### src/rtl/uer_pkg.sv
// ============================================================================
// uer_pkg: shared types and constants for the ultrasonic echo ranger
// Field widths, sequencer states, config indexes, stage words and the
// fixed-point constants that turn a pulse width into millimetres.
// ============================================================================
package uer_pkg;

    // Timestamp and register widths
    localparam int TIME_W    = 32;
    localparam int TMO_W     = 20;
    localparam int SPEED_W   = 9;
    localparam int DIST_W    = 18;
    localparam int CFG_IDX_W = 2;
    localparam int CFG_DAT_W = TMO_W;

    // Reset values of the config registers
    localparam logic [TMO_W-1:0]   TMO_RESET   = TMO_W'(30000);
    localparam logic [SPEED_W-1:0] SPEED_RESET = SPEED_W'(343);

    // Config register indexes
    localparam logic [CFG_IDX_W-1:0] CFG_ENABLE  = 2'd0;
    localparam logic [CFG_IDX_W-1:0] CFG_TIMEOUT = 2'd1;
    localparam logic [CFG_IDX_W-1:0] CFG_SPEED   = 2'd2;

    // Event codes
    localparam logic FUNC_TICK = 1'b0;
    localparam logic FUNC_EDGE = 1'b1;

    // Distance = width * speed / 2000 = ((width * speed) >> 4) / 125.
    // Divide by 125 through a reciprocal: exact for every 25-bit dividend.
    localparam int PROD_W      = TMO_W + SPEED_W;
    localparam int PRE_SHIFT   = 4;
    localparam int QIN_W       = PROD_W - PRE_SHIFT;
    localparam int RECIP_SHIFT = 32;
    localparam int RECIP_W     = 26;
    localparam logic [RECIP_W-1:0] RECIP_125 = RECIP_W'(34359739);
    localparam int QMUL_W      = QIN_W + RECIP_W;
    localparam int QUO_W       = QMUL_W - RECIP_SHIFT;
    localparam logic [DIST_W-1:0] DIST_MAX = '1;

    // Sequencer states, one-hot
    typedef enum logic [3:0] {
        MODE_IDLE  = 4'b0001,
        MODE_TRIG  = 4'b0010,
        MODE_WRISE = 4'b0100,
        MODE_WFALL = 4'b1000
    } mode_t;

    // Word leaving the sequencer stage
    typedef struct packed {
        logic              trigger;
        logic              srst;
        logic              fall;
        logic [TIME_W-1:0] width;
    } seq_word_t;

    // Word after timeout check and product
    typedef struct packed {
        logic              trigger;
        logic              srst;
        logic              tmo;
        logic              valid;
        logic [PROD_W-1:0] prod;
    } prod_word_t;

    // Result word
    typedef struct packed {
        logic              trigger_level;
        logic              distance_valid;
        logic [DIST_W-1:0] distance_mm;
        logic              echo_timeout;
        logic              sensor_reset;
    } result_t;

endpackage

### src/rtl/uer_event_if.sv
// ============================================================================
// uer_event_if: input event channel
// Carries one tick or echo edge with its timestamp per word.
// ============================================================================
interface uer_event_if;
    logic                      valid;
    logic                      ready;
    logic                      func;
    logic                      echo_level;
    logic [uer_pkg::TIME_W-1:0] time_us;

    modport source (output valid, output func, output echo_level, output time_us,
                    input ready);
    modport sink   (input valid, input func, input echo_level, input time_us,
                    output ready);
endinterface

### src/rtl/uer_result_if.sv
// ============================================================================
// uer_result_if: result channel
// Carries trigger level, distance and status flags per word.
// ============================================================================
interface uer_result_if;
    logic                       valid;
    logic                       ready;
    logic                       trigger_level;
    logic                       distance_valid;
    logic [uer_pkg::DIST_W-1:0] distance_mm;
    logic                       echo_timeout;
    logic                       sensor_reset;

    modport source (output valid, output trigger_level, output distance_valid,
                    output distance_mm, output echo_timeout, output sensor_reset,
                    input ready);
    modport sink   (input valid, input trigger_level, input distance_valid,
                    input distance_mm, input echo_timeout, input sensor_reset,
                    output ready);
endinterface

### src/rtl/uer_cfg_if.sv
// ============================================================================
// uer_cfg_if: configuration write channel
// Carries a register index and its write data per word.
// ============================================================================
interface uer_cfg_if;
    logic                          valid;
    logic                          ready;
    logic [uer_pkg::CFG_IDX_W-1:0] index;
    logic [uer_pkg::CFG_DAT_W-1:0] data;

    modport source (output valid, output index, output data, input ready);
    modport sink   (input valid, input index, input data, output ready);
endinterface

### src/rtl/uer_seq.sv
// ============================================================================
// uer_seq: ranging sequencer
// Holds mode, trigger and rise time; updates them on each accepted event
// and registers the sequencer word with the raw pulse width.
// ============================================================================
module uer_seq (
    input  logic                        clk,
    input  logic                        rst_n,
    input  logic                        accept,
    input  logic                        enable,
    input  logic                        func,
    input  logic                        echo_level,
    input  logic [uer_pkg::TIME_W-1:0]  time_us,
    output uer_pkg::seq_word_t          word
);

    uer_pkg::mode_t              mode_reg, mode_next, mode_cur;
    logic                        trig_reg, trig_next, trig_cur;
    logic [uer_pkg::TIME_W-1:0]  rise_reg, rise_next;
    uer_pkg::seq_word_t          word_reg, word_next;

    always_comb
    begin
        // Leaving idle enters the trigger state with the trigger high
        mode_cur  = (mode_reg == uer_pkg::MODE_IDLE) ? uer_pkg::MODE_TRIG : mode_reg;
        trig_cur  = (mode_reg == uer_pkg::MODE_IDLE) ? 1'b1 : trig_reg;
        mode_next = mode_cur;
        trig_next = trig_cur;
        rise_next = rise_reg;
        word_next = '0;
        word_next.width = time_us - rise_reg;

        if (!enable)
        begin
            mode_next = uer_pkg::MODE_IDLE;
            trig_next = 1'b1;
        end
        else if (func == uer_pkg::FUNC_TICK)
        begin
            case (mode_cur)
                uer_pkg::MODE_TRIG:
                begin
                    mode_next = uer_pkg::MODE_WRISE;
                    trig_next = 1'b0;
                end
                uer_pkg::MODE_WRISE, uer_pkg::MODE_WFALL:
                begin
                    mode_next     = uer_pkg::MODE_TRIG;
                    trig_next     = 1'b1;
                    word_next.srst = 1'b1;
                end
                default:
                begin
                    mode_next = mode_cur;
                end
            endcase
        end
        else if (mode_cur inside {uer_pkg::MODE_WRISE, uer_pkg::MODE_WFALL})
        begin
            if (echo_level)
            begin
                trig_next = 1'b1;
                rise_next = time_us;
                mode_next = uer_pkg::MODE_WFALL;
            end
            else
            begin
                word_next.fall = 1'b1;
                mode_next      = uer_pkg::MODE_TRIG;
            end
        end
        word_next.trigger = trig_next;
    end

    always_ff @(posedge clk or negedge rst_n)
    begin
        if (!rst_n)
        begin
            mode_reg <= uer_pkg::MODE_IDLE;
            trig_reg <= 1'b1;
            rise_reg <= '0;
        end
        else if (accept)
        begin
            mode_reg <= mode_next;
            trig_reg <= trig_next;
            rise_reg <= rise_next;
        end
    end

    always_ff @(posedge clk)
    begin
        if (accept)
        begin
            word_reg <= word_next;
        end
    end

    assign word = word_reg;

endmodule

### src/rtl/uer_scale.sv
// ============================================================================
// uer_scale: width check and distance conversion
// Checks the width against the timeout, forms width * speed, then divides
// by 2000 through a reciprocal multiply and saturates into the result word.
// ============================================================================
module uer_scale (
    input  logic                         clk,
    input  logic                         load_prod,
    input  logic                         load_res,
    input  logic [uer_pkg::TMO_W-1:0]    timeout,
    input  logic [uer_pkg::SPEED_W-1:0]  speed,
    input  uer_pkg::seq_word_t           seq,
    output uer_pkg::result_t             result
);

    uer_pkg::prod_word_t                 prod_reg, prod_next;
    uer_pkg::result_t                    res_reg, res_next;
    logic                                over;
    logic [uer_pkg::QMUL_W-1:0]          qmul;
    logic [uer_pkg::QUO_W-1:0]           quo;

    always_comb
    begin
        over              = seq.width > uer_pkg::TIME_W'(timeout);
        prod_next.trigger = seq.trigger;
        prod_next.srst    = seq.srst;
        prod_next.tmo     = seq.fall & over;
        prod_next.valid   = seq.fall & ~over;
        // Width fits the timeout field whenever the distance is used
        prod_next.prod    = uer_pkg::PROD_W'(seq.width[uer_pkg::TMO_W-1:0])
                            * uer_pkg::PROD_W'(speed);
    end

    always_comb
    begin
        qmul = uer_pkg::QMUL_W'(prod_reg.prod[uer_pkg::PROD_W-1:uer_pkg::PRE_SHIFT])
               * uer_pkg::QMUL_W'(uer_pkg::RECIP_125);
        quo  = qmul[uer_pkg::QMUL_W-1:uer_pkg::RECIP_SHIFT];
        res_next.trigger_level  = prod_reg.trigger;
        res_next.distance_valid = prod_reg.valid;
        res_next.echo_timeout   = prod_reg.tmo;
        res_next.sensor_reset   = prod_reg.srst;
        if (!prod_reg.valid)
        begin
            res_next.distance_mm = '0;
        end
        else if (quo > uer_pkg::QUO_W'(uer_pkg::DIST_MAX))
        begin
            res_next.distance_mm = uer_pkg::DIST_MAX;
        end
        else
        begin
            res_next.distance_mm = quo[uer_pkg::DIST_W-1:0];
        end
    end

    always_ff @(posedge clk)
    begin
        if (load_prod)
        begin
            prod_reg <= prod_next;
        end
        if (load_res)
        begin
            res_reg <= res_next;
        end
    end

    assign result = res_reg;

endmodule

### src/rtl/ultrasonic_echo_ranger_top.sv
// ============================================================================
// ultrasonic_echo_ranger_top: ultrasonic echo ranger sequencer
// Config registers, pipeline control and the two datapath stages.
// ============================================================================
// The block takes one event word per clock (an interval tick or an echo
// edge with its microsecond timestamp) and returns exactly one result word
// per event, in order. Throughput is one event per cycle: the sequencer
// state (mode, trigger, rise time) updates at acceptance, and the distance
// math runs behind it in two more stages, one for the timeout check and
// width * speed product and one for the divide by 2000 done as a
// reciprocal multiply. The pipeline stalls only when the result side
// withholds ready and all three stages are full. Config writes are
// always taken and should only be issued while no event is in flight.
// After reset the ranger is disabled with the trigger high.
module ultrasonic_echo_ranger_top (
    input  logic          clk,
    input  logic          rst_n,
    uer_cfg_if.sink       cfg,
    uer_event_if.sink     evt,
    uer_result_if.source  res
);

    // Config registers
    logic                         enable_reg;
    logic [uer_pkg::TMO_W-1:0]    timeout_reg;
    logic [uer_pkg::SPEED_W-1:0]  speed_reg;

    // Stage valids and load strobes
    logic v_seq_reg, v_prod_reg, v_res_reg;
    logic load_seq, load_prod, load_res, accept;

    uer_pkg::seq_word_t seq_word;
    uer_pkg::result_t   result;

    assign cfg.ready = 1'b1;

    always_ff @(posedge clk or negedge rst_n)
    begin
        if (!rst_n)
        begin
            enable_reg  <= 1'b0;
            timeout_reg <= uer_pkg::TMO_RESET;
            speed_reg   <= uer_pkg::SPEED_RESET;
        end
        else if (cfg.valid)
        begin
            // Drop writes to indexes past the register list
            case (cfg.index)
                uer_pkg::CFG_ENABLE:  enable_reg  <= cfg.data[0];
                uer_pkg::CFG_TIMEOUT: timeout_reg <= cfg.data;
                uer_pkg::CFG_SPEED:   speed_reg   <= cfg.data[uer_pkg::SPEED_W-1:0];
                default:              enable_reg  <= enable_reg;
            endcase
        end
    end

    // Advance a stage when the one after it is empty or moving
    assign load_res  = !v_res_reg  || res.ready;
    assign load_prod = !v_prod_reg || load_res;
    assign load_seq  = !v_seq_reg  || load_prod;
    assign evt.ready = load_seq;
    assign accept    = evt.valid && load_seq;

    always_ff @(posedge clk or negedge rst_n)
    begin
        if (!rst_n)
        begin
            v_seq_reg  <= 1'b0;
            v_prod_reg <= 1'b0;
            v_res_reg  <= 1'b0;
        end
        else
        begin
            if (load_seq)
            begin
                v_seq_reg <= evt.valid;
            end
            if (load_prod)
            begin
                v_prod_reg <= v_seq_reg;
            end
            if (load_res)
            begin
                v_res_reg <= v_prod_reg;
            end
        end
    end

    // Hold state and raw width for each accepted event
    uer_seq u_seq (
        .clk        (clk),
        .rst_n      (rst_n),
        .accept     (accept),
        .enable     (enable_reg),
        .func       (evt.func),
        .echo_level (evt.echo_level),
        .time_us    (evt.time_us),
        .word       (seq_word)
    );

    // Check timeout and convert width to millimetres
    uer_scale u_scale (
        .clk       (clk),
        .load_prod (load_prod && v_seq_reg),
        .load_res  (load_res && v_prod_reg),
        .timeout   (timeout_reg),
        .speed     (speed_reg),
        .seq       (seq_word),
        .result    (result)
    );

    assign res.valid          = v_res_reg;
    assign res.trigger_level  = result.trigger_level;
    assign res.distance_valid = result.distance_valid;
    assign res.distance_mm    = result.distance_mm;
    assign res.echo_timeout   = result.echo_timeout;
    assign res.sensor_reset   = result.sensor_reset;

endmodule

### src/flat_wrapper.sv
// flat-port wrapper written by rule: the top's interface ports become plain ports
module ultrasonic_echo_ranger_top_flat 
  (clk, rst_n, cfg_valid, cfg_index, cfg_data, cfg_ready, evt_valid, evt_func, evt_echo_level, evt_time_us, evt_ready, res_valid, res_trigger_level, res_distance_valid, res_distance_mm, res_echo_timeout, res_sensor_reset, res_ready);
  uer_cfg_if cfg_i ();
  uer_event_if evt_i ();
  uer_result_if res_i ();
  input  logic clk;
  input  logic rst_n;
  input wire logic [$bits(cfg_i.valid)-1:0] cfg_valid;
  input wire logic [$bits(cfg_i.index)-1:0] cfg_index;
  input wire logic [$bits(cfg_i.data)-1:0] cfg_data;
  output wire logic [$bits(cfg_i.ready)-1:0] cfg_ready;
  input wire logic [$bits(evt_i.valid)-1:0] evt_valid;
  input wire logic [$bits(evt_i.func)-1:0] evt_func;
  input wire logic [$bits(evt_i.echo_level)-1:0] evt_echo_level;
  input wire logic [$bits(evt_i.time_us)-1:0] evt_time_us;
  output wire logic [$bits(evt_i.ready)-1:0] evt_ready;
  output wire logic [$bits(res_i.valid)-1:0] res_valid;
  output wire logic [$bits(res_i.trigger_level)-1:0] res_trigger_level;
  output wire logic [$bits(res_i.distance_valid)-1:0] res_distance_valid;
  output wire logic [$bits(res_i.distance_mm)-1:0] res_distance_mm;
  output wire logic [$bits(res_i.echo_timeout)-1:0] res_echo_timeout;
  output wire logic [$bits(res_i.sensor_reset)-1:0] res_sensor_reset;
  input wire logic [$bits(res_i.ready)-1:0] res_ready;
  assign cfg_i.valid = cfg_valid;
  assign cfg_i.index = cfg_index;
  assign cfg_i.data = cfg_data;
  assign cfg_ready = cfg_i.ready;
  assign evt_i.valid = evt_valid;
  assign evt_i.func = evt_func;
  assign evt_i.echo_level = evt_echo_level;
  assign evt_i.time_us = evt_time_us;
  assign evt_ready = evt_i.ready;
  assign res_valid = res_i.valid;
  assign res_trigger_level = res_i.trigger_level;
  assign res_distance_valid = res_i.distance_valid;
  assign res_distance_mm = res_i.distance_mm;
  assign res_echo_timeout = res_i.echo_timeout;
  assign res_sensor_reset = res_i.sensor_reset;
  assign res_i.ready = res_ready;
  ultrasonic_echo_ranger_top u_core (.clk(clk), .rst_n(rst_n), .cfg(cfg_i), .evt(evt_i), .res(res_i));
endmodule
### config.mk
export PLATFORM = sky130hd
export DESIGN_NAME = ultrasonic_echo_ranger_top_flat
export DESIGN_NICKNAME = d
export VERILOG_FILES = /design/src/rtl/uer_pkg.sv /design/src/rtl/uer_event_if.sv /design/src/rtl/uer_result_if.sv /design/src/rtl/uer_cfg_if.sv /design/src/rtl/uer_seq.sv /design/src/rtl/uer_scale.sv /design/src/rtl/ultrasonic_echo_ranger_top.sv /design/src/flat_wrapper.sv
export SDC_FILE = /design/constraint.sdc
export NUM_CORES = 1
export LEC_CHECK = 0
export BUFFER_PORTS_ARGS = -buffer_cell sky130_fd_sc_hd__buf_2
export CAP_MARGIN = 25
export CORE_ASPECT_RATIO = 0.7
export CORE_MARGIN = 1.5
export CORE_UTILIZATION = 45
export CTS_CLUSTER_SIZE = 24
export DETAILED_ROUTE_END_ITERATION = 12
export HOLD_SLACK_MARGIN = 0.05
export PLACE_DENSITY = 0.66
export SYNTH_ARGS = -nofsm -noshare
export SYNTH_HDL_FRONTEND = slang
export SYNTH_SLANG_ARGS = --single-unit
### constraint.sdc
create_clock -name clk -period 11.3 [get_ports clk]
set_clock_uncertainty 0.15 [all_clocks]
set_input_delay 2.825 -clock clk [delete_from_list [all_inputs] [get_ports clk]]
set_output_delay 2.825 -clock clk [all_outputs]
set_load 0.005 [all_outputs]
; ---- Word-level counts from Yosys, hierarchy flattened
; Index checks and enable logic that the tools add are counted.
[totals]
register_bits = 160
inputBits = 61
output_inout_bits = 25
wordCells = 71
[classes]
n_mux = 15
n_lt_le_gt_ge = 2
n_reduce_logical = 18
n_bitwise = 4
add_sub_neg = 1
eq_ne = 6
mul = 2
[op_table]
columns = cell, count
row1 = multiplier 25 x 26 -> 51 bit (second input constant), 1
row2 = greater-than comparator 32 x 20 -> 1 bit, 1
row3 = subtractor 32 bit, 1
row4 = multiplier 20 x 9 -> 29 bit, 1
row5 = 2-to-1 mux 4 bit, 5
row6 = greater-than comparator 19 x 18 -> 1 bit (second input constant), 1
row7 = 2-to-1 mux 18 bit, 1
row8 = one-hot mux 4 bit (2 select lines), 1
row9 = 2-to-1 mux 1 bit, 7
row10 = AND reduction 2 bit, 3
row11 = AND reduction 5 bit, 1
row12 = equality test 4 x 1 -> 1 bit (second input constant), 1
row13 = equality test 4 x 2 -> 1 bit (second input constant), 1
row14 = equality test 4 x 3 -> 1 bit (second input constant), 1
row15 = equality test 4 bit (second input constant), 1
row16 = OR reduction 2 bit, 2
row17 = logical AND 1 bit, 3
row18 = logical NOT 1 bit, 3
row19 = logical OR 1 bit, 3
row20 = AND reduction 3 bit, 1
row21 = AND 1 bit, 2
row22 = equality test 2 x 1 -> 1 bit (second input constant), 1
row23 = equality test 2 bit (second input constant), 1
row24 = logical NOT 2 bit, 1
row25 = 3 further kinds, 4

; ---- Logic depth before layout (Yosys ltp)
[logic_depth]
ltp_word = 7
mapped_depth = 25
depth_no_buf = 24

; ---- Modules after synthesis
; A second synthesis with hierarchy kept.
[unflattened]
hier_cells = 2277
area_unflattened_um2 = 23364.9
[by_module_without_submodules]
columns = mod, area_per_inst_um2, seq_area_each_um2, n_inst, cells_per_inst
row1 = uer_scale, 17330.4, 1531.5, 1, 1760
row2 = uer_seq, 4638.2, 1979.4, 1, 438
row3 = ultrasonic_echo_ranger_top, 1396.3, 842.1, 1, 79

; ---- Least setup slack after synthesis
; OpenSTA, ideal clock, no wires.
[synth_path]
path_type = register -> register
from = reg u_core.u_scale.prod_reg[26] in the netlist's numbering
to = reg u_core.u_scale.res_reg, in the netlist u_core.u_scale.result[9] (data pin)
stages_incl_launch_ff = 23
slack_ns = 4.592
t_required_ns = 10.896
n_path_buf = 0
synth_period_minus_slack_ns = 6.708
arrival_time_ns = 6.304
setup_ns = 0.254
cell_sequence = edfxtp_1 > fa_1 > inv_1 > fa_1 > fa_1 > inv_1 > fa_1 > fa_1 > inv_1 > fa_1 > fa_1 > inv_1 > ha_1 > a21o_1 > a21o_1 > a2111oi_2 > o31ai_1 > o21ai_2 > a31oi_2 > o41ai_4 > o21bai_1 > xor2_1 > o21a_1
[synth_between]
elab_chain_cells = 3
[synth_rtl]
columns = element, line_no
row1 = "start, declared", uer_scale.sv:16  ; uer_pkg::prod_word_t prod_reg, prod_next;
row2 = "start signal, assigned", uer_scale.sv:61  ; prod_reg <= prod_next;
row3 = multiplier 25 x 26 -> 51 bit *, uer_scale.sv:37  ; * uer_pkg::QMUL_W'(uer_pkg::RECIP_125);
row4 = greater-than comparator 19 x 18 -> 1 bit, uer_scale.sv:47  ; else if (quo > uer_pkg::QUO_W'(uer_pkg::DIST_MAX))
row5 = 2-to-1 mux 18 bit *, uer_scale.sv:47
row6 = "end signal, assigned", uer_scale.sv:65  ; res_reg <= res_next;
row7 = "end, declared", uer_scale.sv:17  ; uer_pkg::result_t res_reg, res_next;
; Mark *: on every way between the ends. The rest lies on a longest branch, timed or not.
; A chain may end at the register's enable or synchronous reset.

; ---- Final worst setup path
[layout_path]
from = reg u_core.u_scale.prod_reg[20] in the netlist's numbering
to = reg u_core.u_scale.res_reg, in the netlist u_core.u_scale.result[9] (data pin)
; Same word-level chain as after synthesis.

==> tab_implementation.tex <==
\begin{tabular}{lr}
\hline
Metric & Value \\
\hline
\multicolumn{2}{l}{\textbf{Outcome}} \\
\quad Outcome & finished, final reports clean \\
\multicolumn{2}{l}{\textbf{Yosys}} \\
\quad Cells after synthesis & 2308 \\
\quad Library cells used by synthesis & just under 70 \\
\quad Post-synthesis adder-cell area fraction & 0.484 \\
\quad Top-area cell type share of the netlist area & 0.292 \\
\quad Post-synthesis compound-gate area fraction & 0.0872 \\
\quad Syn nets & 3050 \\
\quad Dominant cell type by area after synthesis & sky130\_fd\_sc\_hd\_\_fa\_1 \\
\quad Flip-flop and latch count after synthesis & between 150 and 200 \\
\quad Share of synthesized area spent on multiplexers & 0.0163 \\
\quad Xor/xnor share of the synthesized area & 0.0231 \\
\quad Post-synth EDFFs & 86 \\
\quad Total standard cell area after synthesis & $\sim$23000 µm² \\
\quad Share of flip-flops with an asynchronous set or reset after synthesis & 0.449 \\
\quad Leading register cell type out of synthesis & sky130\_fd\_sc\_hd\_\_edfxtp\_1 \\
\quad Area fraction in and, or, nand and nor cells after synthesis & 0.0958 \\
\quad Number of warnings issued by yosys & 0 \\
\quad Main area contributors after synthesis & sky130\_fd\_sc\_hd\_\_fa\_1 29\%, sky130\_fd\_sc\_hd\_\_ha\_1 19\%, sky130\_fd\_sc\_hd\_\_edfxtp\_1 11\% \\
\quad Syn avg cell area & 9.86 µm² \\
\quad Main combinational cell family by area after synthesis & adder cells \\
\quad Portion of the post-synthesis area used by sequential elements & 0.191 \\
\multicolumn{2}{l}{\textbf{CTS}} \\
\quad Root buffer selected by CTS & sky130\_fd\_sc\_hd\_\_clkbuf\_16 \\
\quad H-tree lvl count & 4 \\
\quad Clock tree from TritonCTS & yes \\
\quad Number of buffers inserted for hold repair after clock tree synthesis & 0 \\
\quad Buffers from clock root to sink, at most & 2 \\
\quad Number of CTS-inserted buffers & 17 \\
\quad Clock Latency Late Sink & 0.46 ns \\
\quad Setup Fix Bufs, Post-CTS & 0 \\
\quad Post-CTS clock slew at the launch and capture registers of the worst setup and hold paths & about 0.07 ns \\
\quad Number of clock sinks seen by CTS & 156 \\
\quad CTS-repair resized insts & 0 \\
\multicolumn{2}{l}{\textbf{STA}} \\
\quad Portion of the clock cycle consumed by the worst path in the final layout & 0.633 \\
\quad Slew @ Worst Pin & 0.905 ns \\
\quad FMAX & $\sim$0.14 GHz \\
\quad Sum Neg Setup Slack & 0 ns \\
\quad Minimum clock period & 7.16 ns \\
\quad RSZ-0062 raised after global routing & no \\
\quad Final count of pins violating max slew & 0 \\
\quad Post-route worst hold slack & 0.272 ns \\
\quad Worst slew margin & 0.396 \\
\quad Final number of setup-violating endpoints & 0 \\
\quad Final hold vios & 0 \\
\multicolumn{2}{l}{\textbf{Critical path}} \\
\quad Most prevalent standard cell on the critical path & sky130\_fd\_sc\_hd\_\_fa\_1 \\
\quad Required @ worst endpoint & 11.36 ns \\
\quad Cell with the largest stage delay on the worst path & sky130\_fd\_sc\_hd\_\_fa\_1 \\
\quad Cell count of the worst reg-to-reg path & 22 \\
\quad Worst r2r src & u\_core.u\_scale.prod\_reg[20]\$\_DFFE\_PP\_ \\
\quad Critical Path Sink Type & register \\
\quad Category of the critical setup timing path & reg -> reg \\
\quad Maximum fanout along the worst path & 7 \\
\quad CP startpoint kind & register \\
\quad Register-to-Register Setup Slack & 4.14 ns \\
\quad Worst r2r dst & u\_core.u\_scale.result[9]\$\_SDFFCE\_PN0P\_ \\
\quad Worst path cell trace & fa\_1, inv\_1, fa\_1, inv\_1, fa\_1, fa\_1, fa\_1, fa\_1, inv\_1, fa\_1, inv\_1, ha\_1, a21o\_1, o21bai\_1, a2111oi\_0, o31ai\_1, o21ai\_2, a31oi\_2, o41ai\_4, o21bai\_1, xor2\_1, o21a\_1 \\
\quad Launching instance or port of the critical path & u\_core.u\_scale.prod\_reg[20]\$\_DFFE\_PP\_ \\
\quad Destination of the critical timing path & u\_core.u\_scale.result[9]\$\_SDFFCE\_PN0P\_ \\
\quad Delay contributed by the slowest stage of the critical path & $\sim$0.60 ns \\
\quad Arrival time reported for the critical path endpoint & 7.21 ns \\
\multicolumn{2}{l}{\textbf{Finish}} \\
\quad Leading cell types in the layout, fill and taps excluded & 557 x sky130\_fd\_sc\_hd\_\_inv\_1, 349 x sky130\_fd\_sc\_hd\_\_ha\_1, 332 x sky130\_fd\_sc\_hd\_\_fa\_1 \\
\quad Cell area after layout & 24400 µm² \\
\quad Number of flip-flops under the largest register name & 35 \\
\quad End-of-flow core utilization & 0.492 \\
\quad Layout cells sized above 1 & 0.0775 \\
\quad Nets & 3104 \\
\quad Synthesis-to-layout area growth & 7.26\% \\
\quad Antenna diode count & 0 \\
\quad Commonest non-fill, non-tap cell in the layout & sky130\_fd\_sc\_hd\_\_inv\_1 \\
\multicolumn{2}{l}{\textbf{Route}} \\
\quad Violation count after the first detailed-routing iteration & 833 \\
\quad DRC violations left & 0 \\
\quad Total vias in the final route & 15.4k \\
\quad Routed wire length & 51900 µm \\
\quad Remaining antenna violation count & 0 \\
\quad Mean number of vias per cell & $\sim$5.1 \\
\quad First-pass detailed-route iteration total & 7 \\
\quad Wire length per cell after detailed routing & 17.1 µm \\
\multicolumn{2}{l}{\textbf{Die}} \\
\quad Die extent in y & 191 µm \\
\quad Standard cell core area & 49600 µm² \\
\quad Initial Utilization & 0.459 \\
\quad Number of top-level design ports & 86 \\
\quad Die outline width & 272 µm \\
\quad Die footprint & roughly 52000 µm² \\
\quad Floorplan row count & 68 \\
\multicolumn{2}{l}{\textbf{Global route}} \\
\quad Number of global-route vias before repair & between 15k and 20k \\
\quad Pin count of the biggest net entering global routing & 71 \\
\quad Antenna violations before repair & 0 \\
\quad Global-route wire length before repair & 84500 µm \\
\quad GRT Resource Usage Total & 0.209 \\
\quad Leftover overflow at the end of global routing & 0 \\
\multicolumn{2}{l}{\textbf{Placement}} \\
\quad Final Wtd Congestion & a little under 1 \\
\quad Area after DPL & 23800 µm² \\
\quad Estimated wirelength of the detail-placed design & 44200 µm \\
\quad Port Buffers & 84 \\
\multicolumn{2}{l}{\textbf{Job}} \\
\quad Max capacitance violation total & 0 \\
\multicolumn{2}{l}{\textbf{Hold path}} \\
\quad Min-delay worst type & reg -> reg \\
\hline
\end{tabular}
## critical path, delay by kind of cell, from the launching register on
family | cells | cell delay [ns]
adders and majority gates | 8 | 3.86
xor gates and xnor gates | 1 | 0.16
buffers and inverters | 4 | 0.26
DFF | 1 | 0.59
AOI/OAI and AO/OA | 9 | 1.91
## kinds of logic (layout without fill, tap and decap cells)
group | count (synthesis) | count (layout)
flops | 156 | 156
mux | 33 | 33
simple gates | 458 | 458
compound gates | 308 | 308
fa+ha+maj | 681 | 681
buf+inv | 611 | 678
other cells | 1 | 1
xor+xnor | 60 | 60
## cells in the mapped netlist (3+ instances only)
master / instances
sky130_fd_sc_hd__a2111oi_0: 3
sky130_fd_sc_hd__a211oi_1: 9
sky130_fd_sc_hd__a21boi_0: 4
sky130_fd_sc_hd__a21o_1: 34
sky130_fd_sc_hd__a21oi_1: 75
sky130_fd_sc_hd__a31oi_1: 13
sky130_fd_sc_hd__a41oi_1: 5
sky130_fd_sc_hd__and2_1: 74
sky130_fd_sc_hd__and3_1: 13
sky130_fd_sc_hd__buf_6: 3
sky130_fd_sc_hd__clkbuf_1: 47
sky130_fd_sc_hd__dfrtp_1: 55
sky130_fd_sc_hd__dfstp_2: 15
sky130_fd_sc_hd__edfxtp_1: 86
sky130_fd_sc_hd__fa_1: 332
sky130_fd_sc_hd__ha_1: 349
sky130_fd_sc_hd__inv_1: 557
sky130_fd_sc_hd__mux2_2: 33
sky130_fd_sc_hd__nand2_1: 193
sky130_fd_sc_hd__nand2b_1: 15
sky130_fd_sc_hd__nand3_1: 20
sky130_fd_sc_hd__nand4_1: 13
sky130_fd_sc_hd__nor2_1: 68
sky130_fd_sc_hd__nor2b_1: 17
sky130_fd_sc_hd__nor3_1: 21
sky130_fd_sc_hd__nor4_1: 6
sky130_fd_sc_hd__o211ai_1: 5
sky130_fd_sc_hd__o21a_1: 35
sky130_fd_sc_hd__o21ai_0: 84
sky130_fd_sc_hd__o21bai_1: 11
sky130_fd_sc_hd__or2_2: 6
sky130_fd_sc_hd__xnor2_1: 44
sky130_fd_sc_hd__xor2_1: 16
## area by class of cell
class	instances	area, µm²
fillers	4580	25200
inverters	557	2090
clock buffers	19	454
flip-flops and latches	156	4350
well taps	665	832
multi-input cells	1541	16100
clock inverters	13	118
repair buffers	89	475
## layer usage
| metal | share of wire | GRT usage | routed length, µm | vias up |
|---|---|---|---|---|
| li1 | - | - | - | 7438 |
| met1 | 0.49 | 0.301 | 25400 | 7544 |
| met2 | 0.44 | 0.327 | 22800 | 370 |
| met3 | 0.058 | 0.0392 | 3000 | 41 |
| met4 | 0.014 | 0.0447 | 702 | 0 |
| met5 | 0 | 0 | 0 | - |
## stage by stage
step                setup slack [ns]  cells
finish                          4.14   3040
detailed placement              4.14   3007
global placement                4.20   3006
global route                    3.79   3040
CTS                             4.14   3039
floorplan                       4.59   2308
## worst min-delay path by stage
stage	from	endpoint	slack (ns)	depth (start not counted)
2_1_floorplan	u_core.u_seq.word[33]$_SDFFCE_PP0P_	u_core.u_scale.prod_reg[31]$_DFFE_PP_	0.25	0
3_3_place_gp	u_core.u_scale.prod_reg[31]$_DFFE_PP_	u_core.u_scale.result[0]$_DFFE_PP_	0.26	0
3_5_place_dp	u_core.u_seq.word[33]$_SDFFCE_PP0P_	u_core.u_scale.prod_reg[31]$_DFFE_PP_	0.25	0
4_1_cts	u_core.u_seq.word[33]$_SDFFCE_PP0P_	u_core.u_scale.prod_reg[31]$_DFFE_PP_	0.27	0
5_1_grt	u_core.u_seq.word[33]$_SDFFCE_PP0P_	u_core.u_scale.prod_reg[31]$_DFFE_PP_	0.29	0
6_report	u_core.u_scale.prod_reg[30]$_DFFE_PP_	u_core.u_scale.result[1]$_DFFE_PP_	0.27	0
Power is left out: the tool's default activity adds up to more than one toggle a clock period on the data nets, which glitch-free logic cannot reach.
